===== config.mk =====
export PLATFORM = sky130hd
export DESIGN_NAME = byte_isa_execute_unit
export DESIGN_NICKNAME = d
export VERILOG_FILES = /design/src/bie_pkg.sv /design/src/byte_isa_execute_unit.sv /design/src/bie_front.sv /design/src/bie_queue.sv /design/src/bie_back.sv
export SDC_FILE = /design/constraint.sdc
export NUM_CORES = 2
export LEC_CHECK = 0
export ABC_AREA = 0
export BUFFER_PORTS_ARGS = -buffer_cell sky130_fd_sc_hd__buf_2
export CORE_MARGIN = 10
export CORE_UTILIZATION = 25
export DETAILED_ROUTE_END_ITERATION = 10
export GPL_ROUTABILITY_DRIVEN = 0
export SYNTH_ARGS = -nofsm -noshare
export SYNTH_HDL_FRONTEND = slang
export SYNTH_SLANG_ARGS = --single-unit

===== constraint.sdc =====
create_clock -name clock -period 5.6 [get_ports clock]
set_clock_uncertainty 0.2 [all_clocks]
set_input_delay 0.84 -clock clock [delete_from_list [all_inputs] [get_ports clock]]
set_output_delay 0.84 -clock clock [all_outputs]
set_load 0.02 [all_outputs]

===== src/bie_pkg.sv =====
// Shared types, codes and constants of the byte execute unit.
// No dependencies; the design and checker files refer to it by scoped names.
package bie_pkg;

   localparam int REG_COUNT   = 16;
   localparam int MEM_DEPTH   = 256;
   localparam int QUEUE_DEPTH = 2;
   localparam logic [7:0] HALT_PC = 8'hFF;

   localparam int REQ_TDATA_W = 24;
   localparam int REQ_TUSER_W = 5;
   localparam int RSP_TDATA_W = 48;

   // Bit positions of the result fields in rsp_tdata.
   localparam int RSP_NPC_LSB   = 0;
   localparam int RSP_HALT_BIT  = 8;
   localparam int RSP_ILL_BIT   = 9;
   localparam int RSP_RW_BIT    = 10;
   localparam int RSP_RDST_LSB  = 11;
   localparam int RSP_RVAL_LSB  = 19;
   localparam int RSP_MW_BIT    = 27;
   localparam int RSP_MADDR_LSB = 28;
   localparam int RSP_MVAL_LSB  = 36;

   typedef enum logic [4:0] {
      OP_ADD1   = 5'd0,
      OP_ADD2   = 5'd1,
      OP_AND1   = 5'd2,
      OP_AND2   = 5'd3,
      OP_OR1    = 5'd4,
      OP_OR2    = 5'd5,
      OP_BEQ1   = 5'd6,
      OP_BEQ2   = 5'd7,
      OP_BEQ3   = 5'd8,
      OP_BEQ4   = 5'd9,
      OP_JUMP1  = 5'd10,
      OP_JUMP2  = 5'd11,
      OP_MOVE1  = 5'd12,
      OP_MOVE2  = 5'd13,
      OP_SHL1   = 5'd14,
      OP_SHL2   = 5'd15,
      OP_SHR1   = 5'd16,
      OP_SHR2   = 5'd17,
      OP_LOAD1  = 5'd18,
      OP_LOAD2  = 5'd19,
      OP_STORE1 = 5'd20,
      OP_STORE2 = 5'd21
   } opcode_type;

   typedef enum logic [2:0] {
      KIND_ALU,
      KIND_BRANCH,
      KIND_LOAD,
      KIND_STORE,
      KIND_ILLEGAL
   } kind_type;

   typedef enum logic [2:0] {
      ALU_ADD,
      ALU_AND,
      ALU_OR,
      ALU_MOVE,
      ALU_SHL,
      ALU_SHR
   } alu_type;

   typedef enum logic [1:0] {
      TGT_RC,
      TGT_C,
      TGT_RA,
      TGT_A
   } tgt_type;

   // Classified instruction as it travels from front to back.
   typedef struct packed {
      kind_type   kind;
      alu_type    alu;
      logic       src1_imm;      // first ALU operand is b, not reg[b]
      logic       src2_imm;      // second ALU operand is c, not reg[c]
      logic       cmp_imm;       // compare reg[a] with b, not reg[b]
      logic       always_taken;  // jump
      tgt_type    tgt;
      logic       addr_imm;      // memory address is b, not reg[b]
      logic [7:0] arg_a;
      logic [7:0] arg_b;
      logic [7:0] arg_c;
      logic [7:0] idx_a;         // register indexes reduced to the file size
      logic [7:0] idx_b;
      logic [7:0] idx_c;
   } instr_type;

   // One result, last field in the lowest bits.
   typedef struct packed {
      logic [7:0] mem_value;
      logic [7:0] mem_address;
      logic       mem_written;
      logic [7:0] reg_value;
      logic [7:0] reg_dest;
      logic       reg_written;
      logic       illegal_op;
      logic       halted;
      logic [7:0] next_pc;
   } result_type;

   localparam int RESULT_W = $bits(result_type);

   typedef logic [255:0][7:0] rix_table_type;

   // Byte value to register index, wrapping at count; built at elaboration.
   function automatic rix_table_type rix_table(input int count);
      rix_table_type t;
      int            r;
      r = 0;
      for (int i = 0; i < 256; i++) begin
         t[i] = 8'(r);
         r = (r == count - 1) ? 0 : r + 1;
      end
      return t;
   endfunction

endpackage


===== src/byte_isa_execute_unit.sv =====
// Path: a result shows on rsp_tvalid once its item has passed the queue write,
// register read, memory access and then the result register.
// Throughput: one item per cycle while rsp_tready is high; operands forward past
// the two stages ahead. Reset: synchronous, active high; clears pc, queue, stage
// valids and the valid bits of register file and data memory, no clearing pass.
module byte_isa_execute_unit #(
   parameter int REG_COUNT   = bie_pkg::REG_COUNT,
   parameter int QUEUE_DEPTH = bie_pkg::QUEUE_DEPTH
) (
   input  logic                            clock,
   input  logic                            reset,
   // Instruction items
   input  logic                            req_tvalid,
   output logic                            req_tready,
   // [7:0] arg_first, [15:8] arg_second, [23:16] arg_third
   input  logic [bie_pkg::REQ_TDATA_W-1:0] req_tdata,
   // [4:0] req_type
   input  logic [bie_pkg::REQ_TUSER_W-1:0] req_tuser,
   // Result items
   output logic                            rsp_tvalid,
   input  logic                            rsp_tready,
   // [7:0] next_pc, [8] halted, [9] illegal_op, [10] reg_written,
   // [18:11] reg_dest, [26:19] reg_value, [27] mem_written,
   // [35:28] mem_address, [43:36] mem_value, [47:44] zero
   output logic [bie_pkg::RSP_TDATA_W-1:0] rsp_tdata
);

   bie_pkg::instr_type  front_item;
   bie_pkg::instr_type  queue_item;
   logic                queue_valid;
   logic                back_ready;
   bie_pkg::result_type result;

   // Classify the incoming instruction.
   bie_front #(
      .REG_COUNT (REG_COUNT)
   ) u_front (
      .req_type   (req_tuser[4:0]),
      .arg_first  (req_tdata[7:0]),
      .arg_second (req_tdata[15:8]),
      .arg_third  (req_tdata[23:16]),
      .instr      (front_item)
   );

   // Decouple acceptance from execution; the input stalls only when full.
   bie_queue #(
      .DEPTH (QUEUE_DEPTH)
   ) u_queue (
      .clock     (clock),
      .reset     (reset),
      .in_valid  (req_tvalid),
      .in_ready  (req_tready),
      .in_item   (front_item),
      .out_valid (queue_valid),
      .out_ready (back_ready),
      .out_item  (queue_item)
   );

   // Execute, commit state and hold the result until taken.
   bie_back #(
      .REG_COUNT (REG_COUNT)
   ) u_back (
      .clock      (clock),
      .reset      (reset),
      .in_valid   (queue_valid),
      .in_ready   (back_ready),
      .in_item    (queue_item),
      .rsp_valid  (rsp_tvalid),
      .rsp_ready  (rsp_tready),
      .rsp_result (result)
   );

   // Pad the result fields up to whole bytes.
   assign rsp_tdata = {{(bie_pkg::RSP_TDATA_W - bie_pkg::RESULT_W){1'b0}}, result};

endmodule


===== src/bie_front.sv =====
// Front end of the byte execute unit: decodes one instruction item.
// Uses bie_pkg for opcode codes, the classified item type and the index table.
module bie_front #(
   parameter int REG_COUNT = bie_pkg::REG_COUNT
) (
   input  logic [4:0]          req_type,
   input  logic [7:0]          arg_first,
   input  logic [7:0]          arg_second,
   input  logic [7:0]          arg_third,
   output bie_pkg::instr_type  instr
);

   localparam bie_pkg::rix_table_type RIX = bie_pkg::rix_table(REG_COUNT);

   always_comb begin
      instr              = '0;
      instr.kind         = bie_pkg::KIND_ILLEGAL;
      instr.alu          = bie_pkg::ALU_ADD;
      instr.tgt          = bie_pkg::TGT_RC;
      instr.arg_a        = arg_first;
      instr.arg_b        = arg_second;
      instr.arg_c        = arg_third;
      instr.idx_a        = RIX[arg_first];
      instr.idx_b        = RIX[arg_second];
      instr.idx_c        = RIX[arg_third];
      unique case (bie_pkg::opcode_type'(req_type))
         bie_pkg::OP_ADD1: begin
            instr.kind = bie_pkg::KIND_ALU;
         end
         bie_pkg::OP_ADD2: begin
            instr.kind     = bie_pkg::KIND_ALU;
            instr.src2_imm = 1'b1;
         end
         bie_pkg::OP_AND1: begin
            instr.kind = bie_pkg::KIND_ALU;
            instr.alu  = bie_pkg::ALU_AND;
         end
         bie_pkg::OP_AND2: begin
            instr.kind     = bie_pkg::KIND_ALU;
            instr.alu      = bie_pkg::ALU_AND;
            instr.src2_imm = 1'b1;
         end
         bie_pkg::OP_OR1: begin
            instr.kind = bie_pkg::KIND_ALU;
            instr.alu  = bie_pkg::ALU_OR;
         end
         bie_pkg::OP_OR2: begin
            instr.kind     = bie_pkg::KIND_ALU;
            instr.alu      = bie_pkg::ALU_OR;
            instr.src2_imm = 1'b1;
         end
         bie_pkg::OP_BEQ1: begin
            instr.kind = bie_pkg::KIND_BRANCH;
         end
         bie_pkg::OP_BEQ2: begin
            instr.kind = bie_pkg::KIND_BRANCH;
            instr.tgt  = bie_pkg::TGT_C;
         end
         bie_pkg::OP_BEQ3: begin
            instr.kind    = bie_pkg::KIND_BRANCH;
            instr.cmp_imm = 1'b1;
         end
         bie_pkg::OP_BEQ4: begin
            instr.kind    = bie_pkg::KIND_BRANCH;
            instr.cmp_imm = 1'b1;
            instr.tgt     = bie_pkg::TGT_C;
         end
         bie_pkg::OP_JUMP1: begin
            instr.kind         = bie_pkg::KIND_BRANCH;
            instr.always_taken = 1'b1;
            instr.tgt          = bie_pkg::TGT_RA;
         end
         bie_pkg::OP_JUMP2: begin
            instr.kind         = bie_pkg::KIND_BRANCH;
            instr.always_taken = 1'b1;
            instr.tgt          = bie_pkg::TGT_A;
         end
         bie_pkg::OP_MOVE1: begin
            instr.kind = bie_pkg::KIND_ALU;
            instr.alu  = bie_pkg::ALU_MOVE;
         end
         bie_pkg::OP_MOVE2: begin
            instr.kind     = bie_pkg::KIND_ALU;
            instr.alu      = bie_pkg::ALU_MOVE;
            instr.src1_imm = 1'b1;
         end
         bie_pkg::OP_SHL1: begin
            instr.kind = bie_pkg::KIND_ALU;
            instr.alu  = bie_pkg::ALU_SHL;
         end
         bie_pkg::OP_SHL2: begin
            instr.kind     = bie_pkg::KIND_ALU;
            instr.alu      = bie_pkg::ALU_SHL;
            instr.src2_imm = 1'b1;
         end
         bie_pkg::OP_SHR1: begin
            instr.kind = bie_pkg::KIND_ALU;
            instr.alu  = bie_pkg::ALU_SHR;
         end
         bie_pkg::OP_SHR2: begin
            instr.kind     = bie_pkg::KIND_ALU;
            instr.alu      = bie_pkg::ALU_SHR;
            instr.src2_imm = 1'b1;
         end
         bie_pkg::OP_LOAD1: begin
            instr.kind = bie_pkg::KIND_LOAD;
         end
         bie_pkg::OP_LOAD2: begin
            instr.kind     = bie_pkg::KIND_LOAD;
            instr.addr_imm = 1'b1;
         end
         bie_pkg::OP_STORE1: begin
            instr.kind = bie_pkg::KIND_STORE;
         end
         bie_pkg::OP_STORE2: begin
            instr.kind     = bie_pkg::KIND_STORE;
            instr.addr_imm = 1'b1;
         end
         default: begin
            instr.kind = bie_pkg::KIND_ILLEGAL;
         end
      endcase
   end

endmodule


===== src/bie_queue.sv =====
// Short queue of classified instructions between front and back end.
// Uses bie_pkg for the item type and the default depth.
module bie_queue #(
   parameter int DEPTH = bie_pkg::QUEUE_DEPTH
) (
   input  logic               clock,
   input  logic               reset,
   input  logic               in_valid,
   output logic               in_ready,
   input  bie_pkg::instr_type in_item,
   output logic               out_valid,
   input  logic               out_ready,
   output bie_pkg::instr_type out_item
);

   localparam int PTR_W = (DEPTH > 1) ? $clog2(DEPTH) : 1;
   localparam int CNT_W = $clog2(DEPTH + 1);

   bie_pkg::instr_type slot_ff [DEPTH];
   logic [PTR_W-1:0]   wr_ptr_ff, wr_ptr_in;
   logic [PTR_W-1:0]   rd_ptr_ff, rd_ptr_in;
   logic [CNT_W-1:0]   count_ff, count_in;
   logic               push, pop;

   assign in_ready  = (count_ff != CNT_W'(DEPTH));
   assign out_valid = (count_ff != '0);
   assign out_item  = slot_ff[rd_ptr_ff];
   assign push      = in_valid && in_ready;
   assign pop       = out_valid && out_ready;

   always_comb begin
      wr_ptr_in = wr_ptr_ff;
      rd_ptr_in = rd_ptr_ff;
      count_in  = count_ff;
      if (push) begin
         wr_ptr_in = (wr_ptr_ff == PTR_W'(DEPTH - 1)) ? '0 : wr_ptr_ff + 1'b1;
      end
      if (pop) begin
         rd_ptr_in = (rd_ptr_ff == PTR_W'(DEPTH - 1)) ? '0 : rd_ptr_ff + 1'b1;
      end
      if (push && !pop) begin
         count_in = count_ff + 1'b1;
      end else if (pop && !push) begin
         count_in = count_ff - 1'b1;
      end
   end

   always_ff @(posedge clock) begin
      if (reset) begin
         wr_ptr_ff <= '0;
         rd_ptr_ff <= '0;
         count_ff  <= '0;
      end else begin
         wr_ptr_ff <= wr_ptr_in;
         rd_ptr_ff <= rd_ptr_in;
         count_ff  <= count_in;
      end
   end

   always_ff @(posedge clock) begin
      if (push) begin
         slot_ff[wr_ptr_ff] <= in_item;
      end
   end

endmodule


===== src/bie_back.sv =====
// Back end of the byte execute unit: register read, execute, memory, commit.
// Holds the register file, data memory and program counter; uses bie_pkg.
module bie_back #(
   parameter int REG_COUNT = bie_pkg::REG_COUNT
) (
   input  logic                clock,
   input  logic                reset,
   input  logic                in_valid,
   output logic                in_ready,
   input  bie_pkg::instr_type  in_item,
   output logic                rsp_valid,
   input  logic                rsp_ready,
   output bie_pkg::result_type rsp_result
);

   localparam int IDX_W = (REG_COUNT > 1) ? $clog2(REG_COUNT) : 1;

   typedef logic [IDX_W-1:0] idx_type;

   typedef struct packed {
      logic       illegal;
      logic       rwe;
      logic       is_load;
      idx_type    dest;
      logic [7:0] alu;
      logic       mwe;
      logic [7:0] maddr;
      logic [7:0] mval;
      logic       taken;
      logic [7:0] target;
   } wstage_type;

   // Register file kept twice so three operands read in the same cycle.
   logic [7:0]          bank0_mem [REG_COUNT];
   logic [7:0]          bank1_mem [REG_COUNT];
   logic [REG_COUNT-1:0] rvalid_ff;
   logic [7:0]          dmem_mem [bie_pkg::MEM_DEPTH];
   logic [bie_pkg::MEM_DEPTH-1:0] mvalid_ff;
   logic [7:0]          pc_ff;

   // Execute stage
   logic                e_vld_ff, e_vld_in;
   bie_pkg::instr_type  e_item_ff;
   logic [7:0]          raw_ff [3];
   logic [2:0]          rdv_ff;
   logic [2:0]          ovr_ff;
   logic [7:0]          ovr_data_ff [3];

   // Memory / writeback stage
   logic                w_vld_ff, w_vld_in;
   wstage_type          w_ff, w_in;
   logic [7:0]          mraw_ff;
   logic                mrdv_ff;
   logic                movr_ff;
   logic [7:0]          movr_data_ff;

   logic                rsp_vld_ff, rsp_vld_in;
   bie_pkg::result_type rsp_ff, rsp_in;

   logic                out_free, w_free, e_free, w_move, e_move, pop;
   idx_type             q_idx [3];
   idx_type             e_idx [3];
   logic [7:0]          opnd [3];
   logic [7:0]          src1, src2, cmp_val, alu_res, target, maddr;
   logic                taken;
   logic [7:0]          w_mdata, w_rval, npc;
   logic                cm_rwe, cm_mwe;

   assign out_free = !rsp_vld_ff || rsp_ready;
   assign w_free   = !w_vld_ff || out_free;
   assign w_move   = w_vld_ff && out_free;
   assign e_free   = !e_vld_ff || w_free;
   assign e_move   = e_vld_ff && w_free;
   assign in_ready = e_free;
   assign pop      = in_valid && e_free;

   assign cm_rwe = w_move && w_ff.rwe;
   assign cm_mwe = w_move && w_ff.mwe;

   assign q_idx[0] = in_item.idx_a[IDX_W-1:0];
   assign q_idx[1] = in_item.idx_b[IDX_W-1:0];
   assign q_idx[2] = in_item.idx_c[IDX_W-1:0];
   assign e_idx[0] = e_item_ff.idx_a[IDX_W-1:0];
   assign e_idx[1] = e_item_ff.idx_b[IDX_W-1:0];
   assign e_idx[2] = e_item_ff.idx_c[IDX_W-1:0];

   // Operand value: pending write in the next stage first, then a write
   // caught while waiting, then the file itself (unwritten entries read 0).
   always_comb begin
      for (int k = 0; k < 3; k++) begin
         if (w_vld_ff && w_ff.rwe && (w_ff.dest == e_idx[k])) begin
            opnd[k] = w_rval;
         end else if (ovr_ff[k]) begin
            opnd[k] = ovr_data_ff[k];
         end else if (rdv_ff[k]) begin
            opnd[k] = raw_ff[k];
         end else begin
            opnd[k] = 8'd0;
         end
      end
   end

   always_comb begin
      src1    = e_item_ff.src1_imm ? e_item_ff.arg_b : opnd[1];
      src2    = e_item_ff.src2_imm ? e_item_ff.arg_c : opnd[2];
      cmp_val = e_item_ff.cmp_imm ? e_item_ff.arg_b : opnd[1];
      maddr   = e_item_ff.addr_imm ? e_item_ff.arg_b : opnd[1];
      unique case (e_item_ff.alu)
         bie_pkg::ALU_ADD:  alu_res = src1 + src2;
         bie_pkg::ALU_AND:  alu_res = src1 & src2;
         bie_pkg::ALU_OR:   alu_res = src1 | src2;
         bie_pkg::ALU_MOVE: alu_res = src1;
         bie_pkg::ALU_SHL:  alu_res = (src2 > 8'd7) ? 8'd0 : (src1 << src2[2:0]);
         bie_pkg::ALU_SHR:  alu_res = (src2 > 8'd7) ? 8'd0 : (src1 >> src2[2:0]);
         default:           alu_res = 8'd0;
      endcase
      unique case (e_item_ff.tgt)
         bie_pkg::TGT_RC: target = opnd[2];
         bie_pkg::TGT_C:  target = e_item_ff.arg_c;
         bie_pkg::TGT_RA: target = opnd[0];
         bie_pkg::TGT_A:  target = e_item_ff.arg_a;
         default:         target = opnd[2];
      endcase
      taken = (e_item_ff.kind == bie_pkg::KIND_BRANCH)
              && (e_item_ff.always_taken || (opnd[0] == cmp_val));

      w_in.illegal = (e_item_ff.kind == bie_pkg::KIND_ILLEGAL);
      w_in.rwe     = (e_item_ff.kind == bie_pkg::KIND_ALU)
                     || (e_item_ff.kind == bie_pkg::KIND_LOAD);
      w_in.is_load = (e_item_ff.kind == bie_pkg::KIND_LOAD);
      w_in.dest    = e_idx[0];
      w_in.alu     = alu_res;
      w_in.mwe     = (e_item_ff.kind == bie_pkg::KIND_STORE);
      w_in.maddr   = maddr;
      w_in.mval    = opnd[0];
      w_in.taken   = taken;
      w_in.target  = target;
   end

   // Writeback stage: load data, next pc, result fields.
   always_comb begin
      w_mdata = movr_ff ? movr_data_ff : (mrdv_ff ? mraw_ff : 8'd0);
      w_rval  = w_ff.is_load ? w_mdata : w_ff.alu;
      if (w_ff.illegal) begin
         npc = pc_ff;
      end else if (w_ff.taken) begin
         npc = w_ff.target;
      end else begin
         npc = pc_ff + 8'd1;
      end
      rsp_in.next_pc     = npc;
      rsp_in.halted      = (npc == bie_pkg::HALT_PC);
      rsp_in.illegal_op  = w_ff.illegal;
      rsp_in.reg_written = w_ff.rwe;
      rsp_in.reg_dest    = w_ff.rwe ? 8'(w_ff.dest) : 8'd0;
      rsp_in.reg_value   = w_ff.rwe ? w_rval : 8'd0;
      rsp_in.mem_written = w_ff.mwe;
      rsp_in.mem_address = w_ff.mwe ? w_ff.maddr : 8'd0;
      rsp_in.mem_value   = w_ff.mwe ? w_ff.mval : 8'd0;
   end

   always_comb begin
      e_vld_in   = e_free ? pop : e_vld_ff;
      w_vld_in   = w_free ? e_vld_ff : w_vld_ff;
      rsp_vld_in = out_free ? w_vld_ff : rsp_vld_ff;
   end

   always_ff @(posedge clock) begin
      if (reset) begin
         e_vld_ff   <= 1'b0;
         w_vld_ff   <= 1'b0;
         rsp_vld_ff <= 1'b0;
         pc_ff      <= 8'd0;
         rvalid_ff  <= '0;
         mvalid_ff  <= '0;
      end else begin
         e_vld_ff   <= e_vld_in;
         w_vld_ff   <= w_vld_in;
         rsp_vld_ff <= rsp_vld_in;
         if (w_move) begin
            pc_ff <= npc;
         end
         if (cm_rwe) begin
            rvalid_ff[w_ff.dest] <= 1'b1;
         end
         if (cm_mwe) begin
            mvalid_ff[w_ff.maddr] <= 1'b1;
         end
      end
   end

   // Register file banks: write at commit.
   always_ff @(posedge clock) begin
      if (cm_rwe) begin
         bank0_mem[w_ff.dest] <= w_rval;
         bank1_mem[w_ff.dest] <= w_rval;
      end
   end

   // Register read as an item enters the execute stage.
   always_ff @(posedge clock) begin
      if (pop) begin
         e_item_ff <= in_item;
         raw_ff[0] <= bank0_mem[q_idx[0]];
         raw_ff[1] <= bank0_mem[q_idx[1]];
         raw_ff[2] <= bank1_mem[q_idx[2]];
         for (int k = 0; k < 3; k++) begin
            rdv_ff[k] <= rvalid_ff[q_idx[k]];
         end
      end
   end

   // Catch commits that the registered read misses or that land while waiting.
   always_ff @(posedge clock) begin
      for (int k = 0; k < 3; k++) begin
         if (pop) begin
            ovr_ff[k]      <= cm_rwe && (w_ff.dest == q_idx[k]);
            ovr_data_ff[k] <= w_rval;
         end else if (e_vld_ff && cm_rwe && (w_ff.dest == e_idx[k])) begin
            ovr_ff[k]      <= 1'b1;
            ovr_data_ff[k] <= w_rval;
         end
      end
   end

   // Data memory: write at commit.
   always_ff @(posedge clock) begin
      if (cm_mwe) begin
         dmem_mem[w_ff.maddr] <= w_ff.mval;
      end
   end

   // Data memory read as an item enters the writeback stage.
   always_ff @(posedge clock) begin
      if (e_move) begin
         w_ff         <= w_in;
         mraw_ff      <= dmem_mem[maddr];
         mrdv_ff      <= mvalid_ff[maddr];
         movr_ff      <= cm_mwe && (w_ff.maddr == maddr);
         movr_data_ff <= w_ff.mval;
      end
   end

   always_ff @(posedge clock) begin
      if (w_move) begin
         rsp_ff <= rsp_in;
      end
   end

   assign rsp_valid  = rsp_vld_ff;
   assign rsp_result = rsp_ff;

endmodule


* Yosys cells after proc, flatten, opt, wreduce, memory -nomap -nowiden *
Memories as Yosys holds them, arrays and structs flattened. A register that Yosys moved wholly into a read port is not among the register bits.
Cells that the tools add are included.

operators by class
  $add $sub $neg = 6
  multiply operators = 0
  divide/modulo/power cells = 0
  $lt $le $gt $ge = 12
  equal/unequal tests = 43
  shift-type cells = 2
  multiplexer cells = 77
  bitwise operators = 7
  reduce and logical (&&, ||, !) cells = 56

operator list
  kind                   count
  $or A256 B256 Y256     1
  $mux W8                26
  $pmux W8 S6            1
  $lt A8 B9 Y1 const B   5
  $eq A5 B4 Y1 const B   8
  $mux W1                38
  $pmux W8 S4            1
  $eq A5 B5 Y1 const B   6
  $eq A4 B4 Y1           6
  $logic_and A1 B1 Y1    23
  $reduce_or A2 Y1       11
  $eq A5 B3 Y1 const B   4
  $lt A4 B5 Y1 const B   4
  $eq A8 B8 Y1           2
  $or A16 B16 Y16        1
  $pmux W3 S5            1
  $bmux W1 S4            3
  $eq A3 B2 Y1 const B   4
  $pmux W3 S4            1
  $reduce_or A12 Y1      1
  $eq A5 B2 Y1 const B   2
  $reduce_bool A2 Y1     5
  $eq A3 B3 Y1 const B   3
  $add A8 B1 Y8 const B  1
  other kinds (30)       45

word-level totals
  register bits = 437
  bits in latches = 0
  memory bits (writable) = 2474
  memory bits (read-only) = 6144
  bits of input ports = 33
  output and inout port bits = 50
  logic and storage cells = 262
  memories kept = 9

memory list
  memory            words  bits a word  rd ports  clocked after memory_dff  wr ports  line             source
  (name not given)  256    8            1         0                         0         bie_front.sv:23  instr.idx_a = RIX[arg_first];
  (name not given)  256    8            1         0                         0         bie_front.sv:24  instr.idx_b = RIX[arg_second];
  (name not given)  256    8            1         0                         0         bie_front.sv:25  instr.idx_c = RIX[arg_third];
  u_back.dmem_mem   256    8            1         1                         1         bie_back.sv:37   logic [7:0] dmem_mem [bie_pkg::MEM_DEPTH];
  u_back.bank0_mem  16     8            2         0                         1         bie_back.sv:34   logic [7:0] bank0_mem [REG_COUNT];
  u_back.bank1_mem  16     8            1         0                         1         bie_back.sv:35   logic [7:0] bank1_mem [REG_COUNT];
  3 more memories   n/a    n/a          n/a       n/a                       n/a       n/a

* Depth between registers and ports, before layout *
  depth after elaboration = 10
  gate-level depth with buffers = 19
  gate-level depth less buffers = 16

* Hierarchy *
From an unflattened synthesis, not the netlist that was laid out.

unflattened totals
  cells, all modules = 8793
  area, all modules = 115022.8 sq um

modules (own cells, without submodules)
  module                 times used  cells an instance  area an instance (sq um)  seq. area each (sq um)
  bie_back               1           8493               109762.8                  77073.9
  bie_queue              1           214                4608.2                    3763.6
  bie_front              1           81                 618.1                     0.0
  byte_isa_execute_unit  1           5                  33.8                      0.0

* Least setup slack after synthesis *
OpenSTA, ideal clock, no wires.

  kind = input-to-reg
  start = input rsp_tready
  end = register u_back.movr_data_ff[0], enable pin
  library setup time = 0.566 ns
  arrival time = 5.228 ns
  data required time = 4.834 ns
  path slack = -0.394 ns
  stages on the path = 2
  path buffers = 0
  cells stage by stage = nor2b_1 -> a21boi_0

between the ends
  cells in the longest elaborated chain, start to end = 3

RTL lines
  element               line                         source
  from (decl)           byte_isa_execute_unit.sv:21  input logic rsp_tready,
  $logic_or A1 B1 Y1    bie_back.sv:69               assign out_free = !rsp_vld_ff || rsp_ready;
  $logic_or A1 B1 Y1    bie_back.sv:70               assign w_free = !w_vld_ff || out_free;
  $logic_and A1 B1 Y1   bie_back.sv:73               assign e_move = e_vld_ff && w_free;
  via u_back.e_move     bie_back.sv:60               logic out_free, w_free, e_free, w_move, e_move, pop;
  to (signal assigned)  bie_back.sv:240              movr_data_ff <= w_ff.mval;
  to (decl)             bie_back.sv:55               logic [7:0] movr_data_ff;

The timed path passes the listed nets, and every way through them passes these cells.
A chain may end at the register's enable or synchronous reset.

* Worst setup path after layout *
  start = register u_back.w_ff, in the netlist u_back.rsp_in[10]
  end = register u_back.mraw_ff[0] (read register of u_back.dmem_mem) (data pin)

between the ends
  cells in the longest elaborated chain, start to end = 4

RTL lines
  element                            line             source
  from (decl)                        bie_back.sv:51   wstage_type w_ff, w_in;
  from (signal assigned)             bie_back.sv:236  w_ff <= w_in;
  $logic_and A1 B1 Y1 (2 in series)  bie_back.sv:91   if (w_vld_ff && w_ff.rwe && (w_ff.dest == e_idx[k])) begin
  $mux W8                            bie_back.sv:91
  $mux W8                            bie_back.sv:107  maddr = e_item_ff.addr_imm ? e_item_ff.arg_b : opnd[1];
  to (decl)                          bie_back.sv:52   logic [7:0] mraw_ff;

No other way between the ends.

==> results_dict.tcl <==
set metrics [dict create \
    worstPathMaxFanout 29 \
    end_kind "flop" \
    multi_input_area_um2 30800 \
    synth_area_leaders "edfxtp_1 65%, nand2_1 5.5%, dfxtp_1 5.1%" \
    rr_startpoint "u_back.rsp_in[10]$_DFFE_PP_" \
    yosys.area.top_type_share_pct 65.1 \
    drc 0 \
    r2r-end "u_back.mraw_ff[0]$_DFFE_PP_" \
    synth.avg_cell_area_um2 13.2 \
    cts_sinks 2728 \
    ys.flop_type "edfxtp_1" \
    hold_path_class "in2reg" \
    yosysMostFrequentCell "edfxtp_1" \
    yosys.area_share.adder_pct 0.220 \
    fillCellCount 45000 \
    setup_viol 0 \
    final_nets 8774 \
    peakVddDrop_mv 0.520 \
    power_density_nw_per_um2 591 \
    highest_layer "met5" \
    tightest_slew_ps 1230 \
    ys_async_sr_fraction_pct 0 \
    hold_end "u_queue.slot_ff[1][48]$_DFFE_PP_" \
    hold_start "req_tuser[0]" \
    h-tree-depth 5 \
    r2r_setup_slack_ps 50 \
    muxShareOfSynthArea_pct 6.29 \
    ys_ff_latch 2728 \
    dr_wl_met3_mm 35.0 \
    drtAntennaViolNets 0 \
    grt_setup_unrepaired "no" \
    synth_edf_count 2440 \
    clockRootBuffer "clkbuf_16" \
    syn2layout_area_growth_pct 16.3 \
    maxCapViolations 0 \
    viasPerCell 5.01 \
    netlist_instances 8536 \
    grt_start_max_net_pins 167 \
    drt_iter0_markers 9979 \
    wl_met2_mm 168 \
    max_freq_mhz 180 \
    yosysSeqAreaShare_pct 70.3 \
    reg2reg_depth 13 \
    hold_viol 0 \
    clk_pin_slew_worst_paths_ps 60 \
    synth_top_cell_by_area "edfxtp_1" \
    antenna_found_initial 14 \
    grt_pass1_vias 70900 \
    ios 83 \
    synthSimpleGateAreaFrac_pct 12.8 \
    outcome "finished, final reports clean" \
    setup_tns_ps 0 \
    hold_ws_ps 188 \
    hpwl_mm 228 \
    min_path_cells 2 \
    critPathArrivalTime_ps 6090 \
    num_vias 74700 \
    numCtsBuffers 291 \
    cts_tree "yes" \
    start_kind "flop" \
    syn_area_um2 113000 \
    dieHeight_um 691 \
    finalCoreUtilization_pct 29.2 \
    synth_cell_types 93 \
    start_util_pct 25.1 \
    num_rows 246 \
    path_class "reg2reg" \
    synthXorXnorAreaFrac_pct 0.405 \
    seqCellArea_um2 79000 \
    port_buffers 74 \
    grt_pass1_wl_mm 518 \
    cts_buffer_depth 4 \
    synth_commonest_cells "2,440 x edfxtp_1, 1,660 x nand2_1, 875 x nor2_1" \
    dieArea_um2 477000 \
    routedWlPerCell_um 24.4 \
    post-route-period-util_pct 99.1 \
    yosysWarningCount 0 \
    wirelength_met1_mm 142 \
    critPathRequiredTime_ps 6140 \
    die_x_um 691 \
    worstSkewPairLatency_ps 910 \
    core_um2 449000 \
    synth_compound_area_share_pct 7.35 \
    grt_usage_pct 14.4 \
    wirelength_mm 363 \
    grt-ovfl-total 0 \
    worst_slew_margin_rel_pct 17.4 \
    slew_violations 0 \
    p_leak_nw 43.2 \
    synth_top_family_by_area "simple AND/OR/NAND/NOR gates" \
    dr.pass1.iters 6 \
    period_needed_ps 5550 \
    drive_gt1_share_pct 12.7 \
]
## flip-flops by register name (all words and copies together) (netlist names), 9 cells and up, named ones only
name and count:
u_back.mvalid_ff 256, u_back.w_ff 38, u_queue.slot_ff 74, u_back.ovr_data_ff 24
u_back.rvalid_ff 16, u_back.raw_ff 24, u_back.e_item_ff 28, u_back.dmem_mem 2048
u_back.bank1_mem 128, u_back.e_idx 9, u_back.rsp_result 40
## per-stage QoR
stage	instances	setup WS (ps)	cell area [um^2]	total power (W)
CTS	14900	71.5	131000	0.0769
global route	14900	22.2	131000	0.0797
detailed placement	14400	-212	121000	0.0580
global placement	14400	-232	121000	0.0579
floorplan	8543	1170	113000	0.0441
finish	14900	52.6	131000	0.0774
## power breakdown
part | switching, W | internal, W
clock | 0.00811 | 0.0110
sequential | 0.000771 | 0.0248
combinational | 0.0230 | 0.00975
total | 0.0319 | 0.0455
## worst max-delay path by stage
stage / start / endpoint / slack [ps] / cells after the start
CTS: u_back.ovr_ff[1]$_SDFFCE_PN1P_ / u_back.mraw_ff[0]$_DFFE_PP_ / 70 / 14
floorplan: rsp_tready / u_back.movr_data_ff[0]$_DFFE_PP_ / 1170 / 2
global route: u_back.e_item_ff[35]$_DFFE_PP_ / u_back.mraw_ff[0]$_DFFE_PP_ / 20 / 16
finish: u_back.rsp_in[10]$_DFFE_PP_ / u_back.mraw_ff[0]$_DFFE_PP_ / 50 / 13
detailed placement: u_back.rsp_in[10]$_DFFE_PP_ / u_back.mraw_ff[5]$_DFFE_PP_ / -210 / 14
global placement: u_back.rsp_in[10]$_DFFE_PP_ / u_back.mraw_ff[5]$_DFFE_PP_ / -230 / 14
## layout by cell type (no fill, tap or decap), drive strengths merged, types with 36 or more instances in the layout
cell / count
a21oi: 298
nor2: 875
nand4: 57
nor3: 42
clkbuf: 405
nand2: 1660
o21ai: 148
a32oi: 75
a221oi: 129
edfxtp: 2440
mux2i: 359
a211oi: 45
mux4: 134
inv: 57
and3: 93
nand3: 538
buf: 430
clkinv: 89
dfxtp: 288
and2: 37
a31oi: 115
a311oi: 72
a221o: 36
mux2: 41
## metal layers
metal | vias to the layer above | GRT usage (%)
li1 | 32200 | -
met1 | 37500 | 18.6
met2 | 4081 | 23.1
met3 | 861 | 2.98
met4 | 10 | 6.81
met5 | - | 0
## worst max-delay path, cell delays in order, from the launching register on
cell	delay, ps
edfxtp_1	320
buf_4	200
and2_1	580
nand4_1	260
nand3_4	460
buf_12	310
buf_4	270
buf_4	320
mux2i_1	510
a211o_1	200
nand4_1	320
nor4_1	700
or4b_1	570
o31ai_1	100
## logic make-up (layout without fill, tap and decap cells)
logic type / Yosys count / after routing
AOI/OAI and AO/OA: 1171 / 1171
xor gates and xnor gates: 52 / 52
adders and majority gates: 20 / 20
buffers and inverters: 618 / 1033
DFF: 2728 / 2728
muxes: 534 / 534
other: 1 / 15
and+or+nand+nor: 3412 / 3412
## final cells by class
| type | instances | share of cell area [%] |
|---|---|---|
| tap | 5952 | 5.69 |
| clock buffer | 405 | 6.23 |
| clock inverter | 124 | 0.937 |
| timing repair buffer | 454 | 3.04 |
| inverter | 50 | 0.161 |
| sequential | 2728 | 60.4 |
| multi-input combinational | 5197 | 23.5 |
| antenna | 7 | 0.0134 |
## repair_timing
item                                   4_1_cts  5_1_grt
hold buffers                                24        0
pin swaps                                    0        1
resized for setup                            4        1
endpoints found under the hold margin       48        0
setup endpoints to repair                    3        2
buffers inserted                             0        4
No activity file was read; power rests on OpenSTA's default activity.
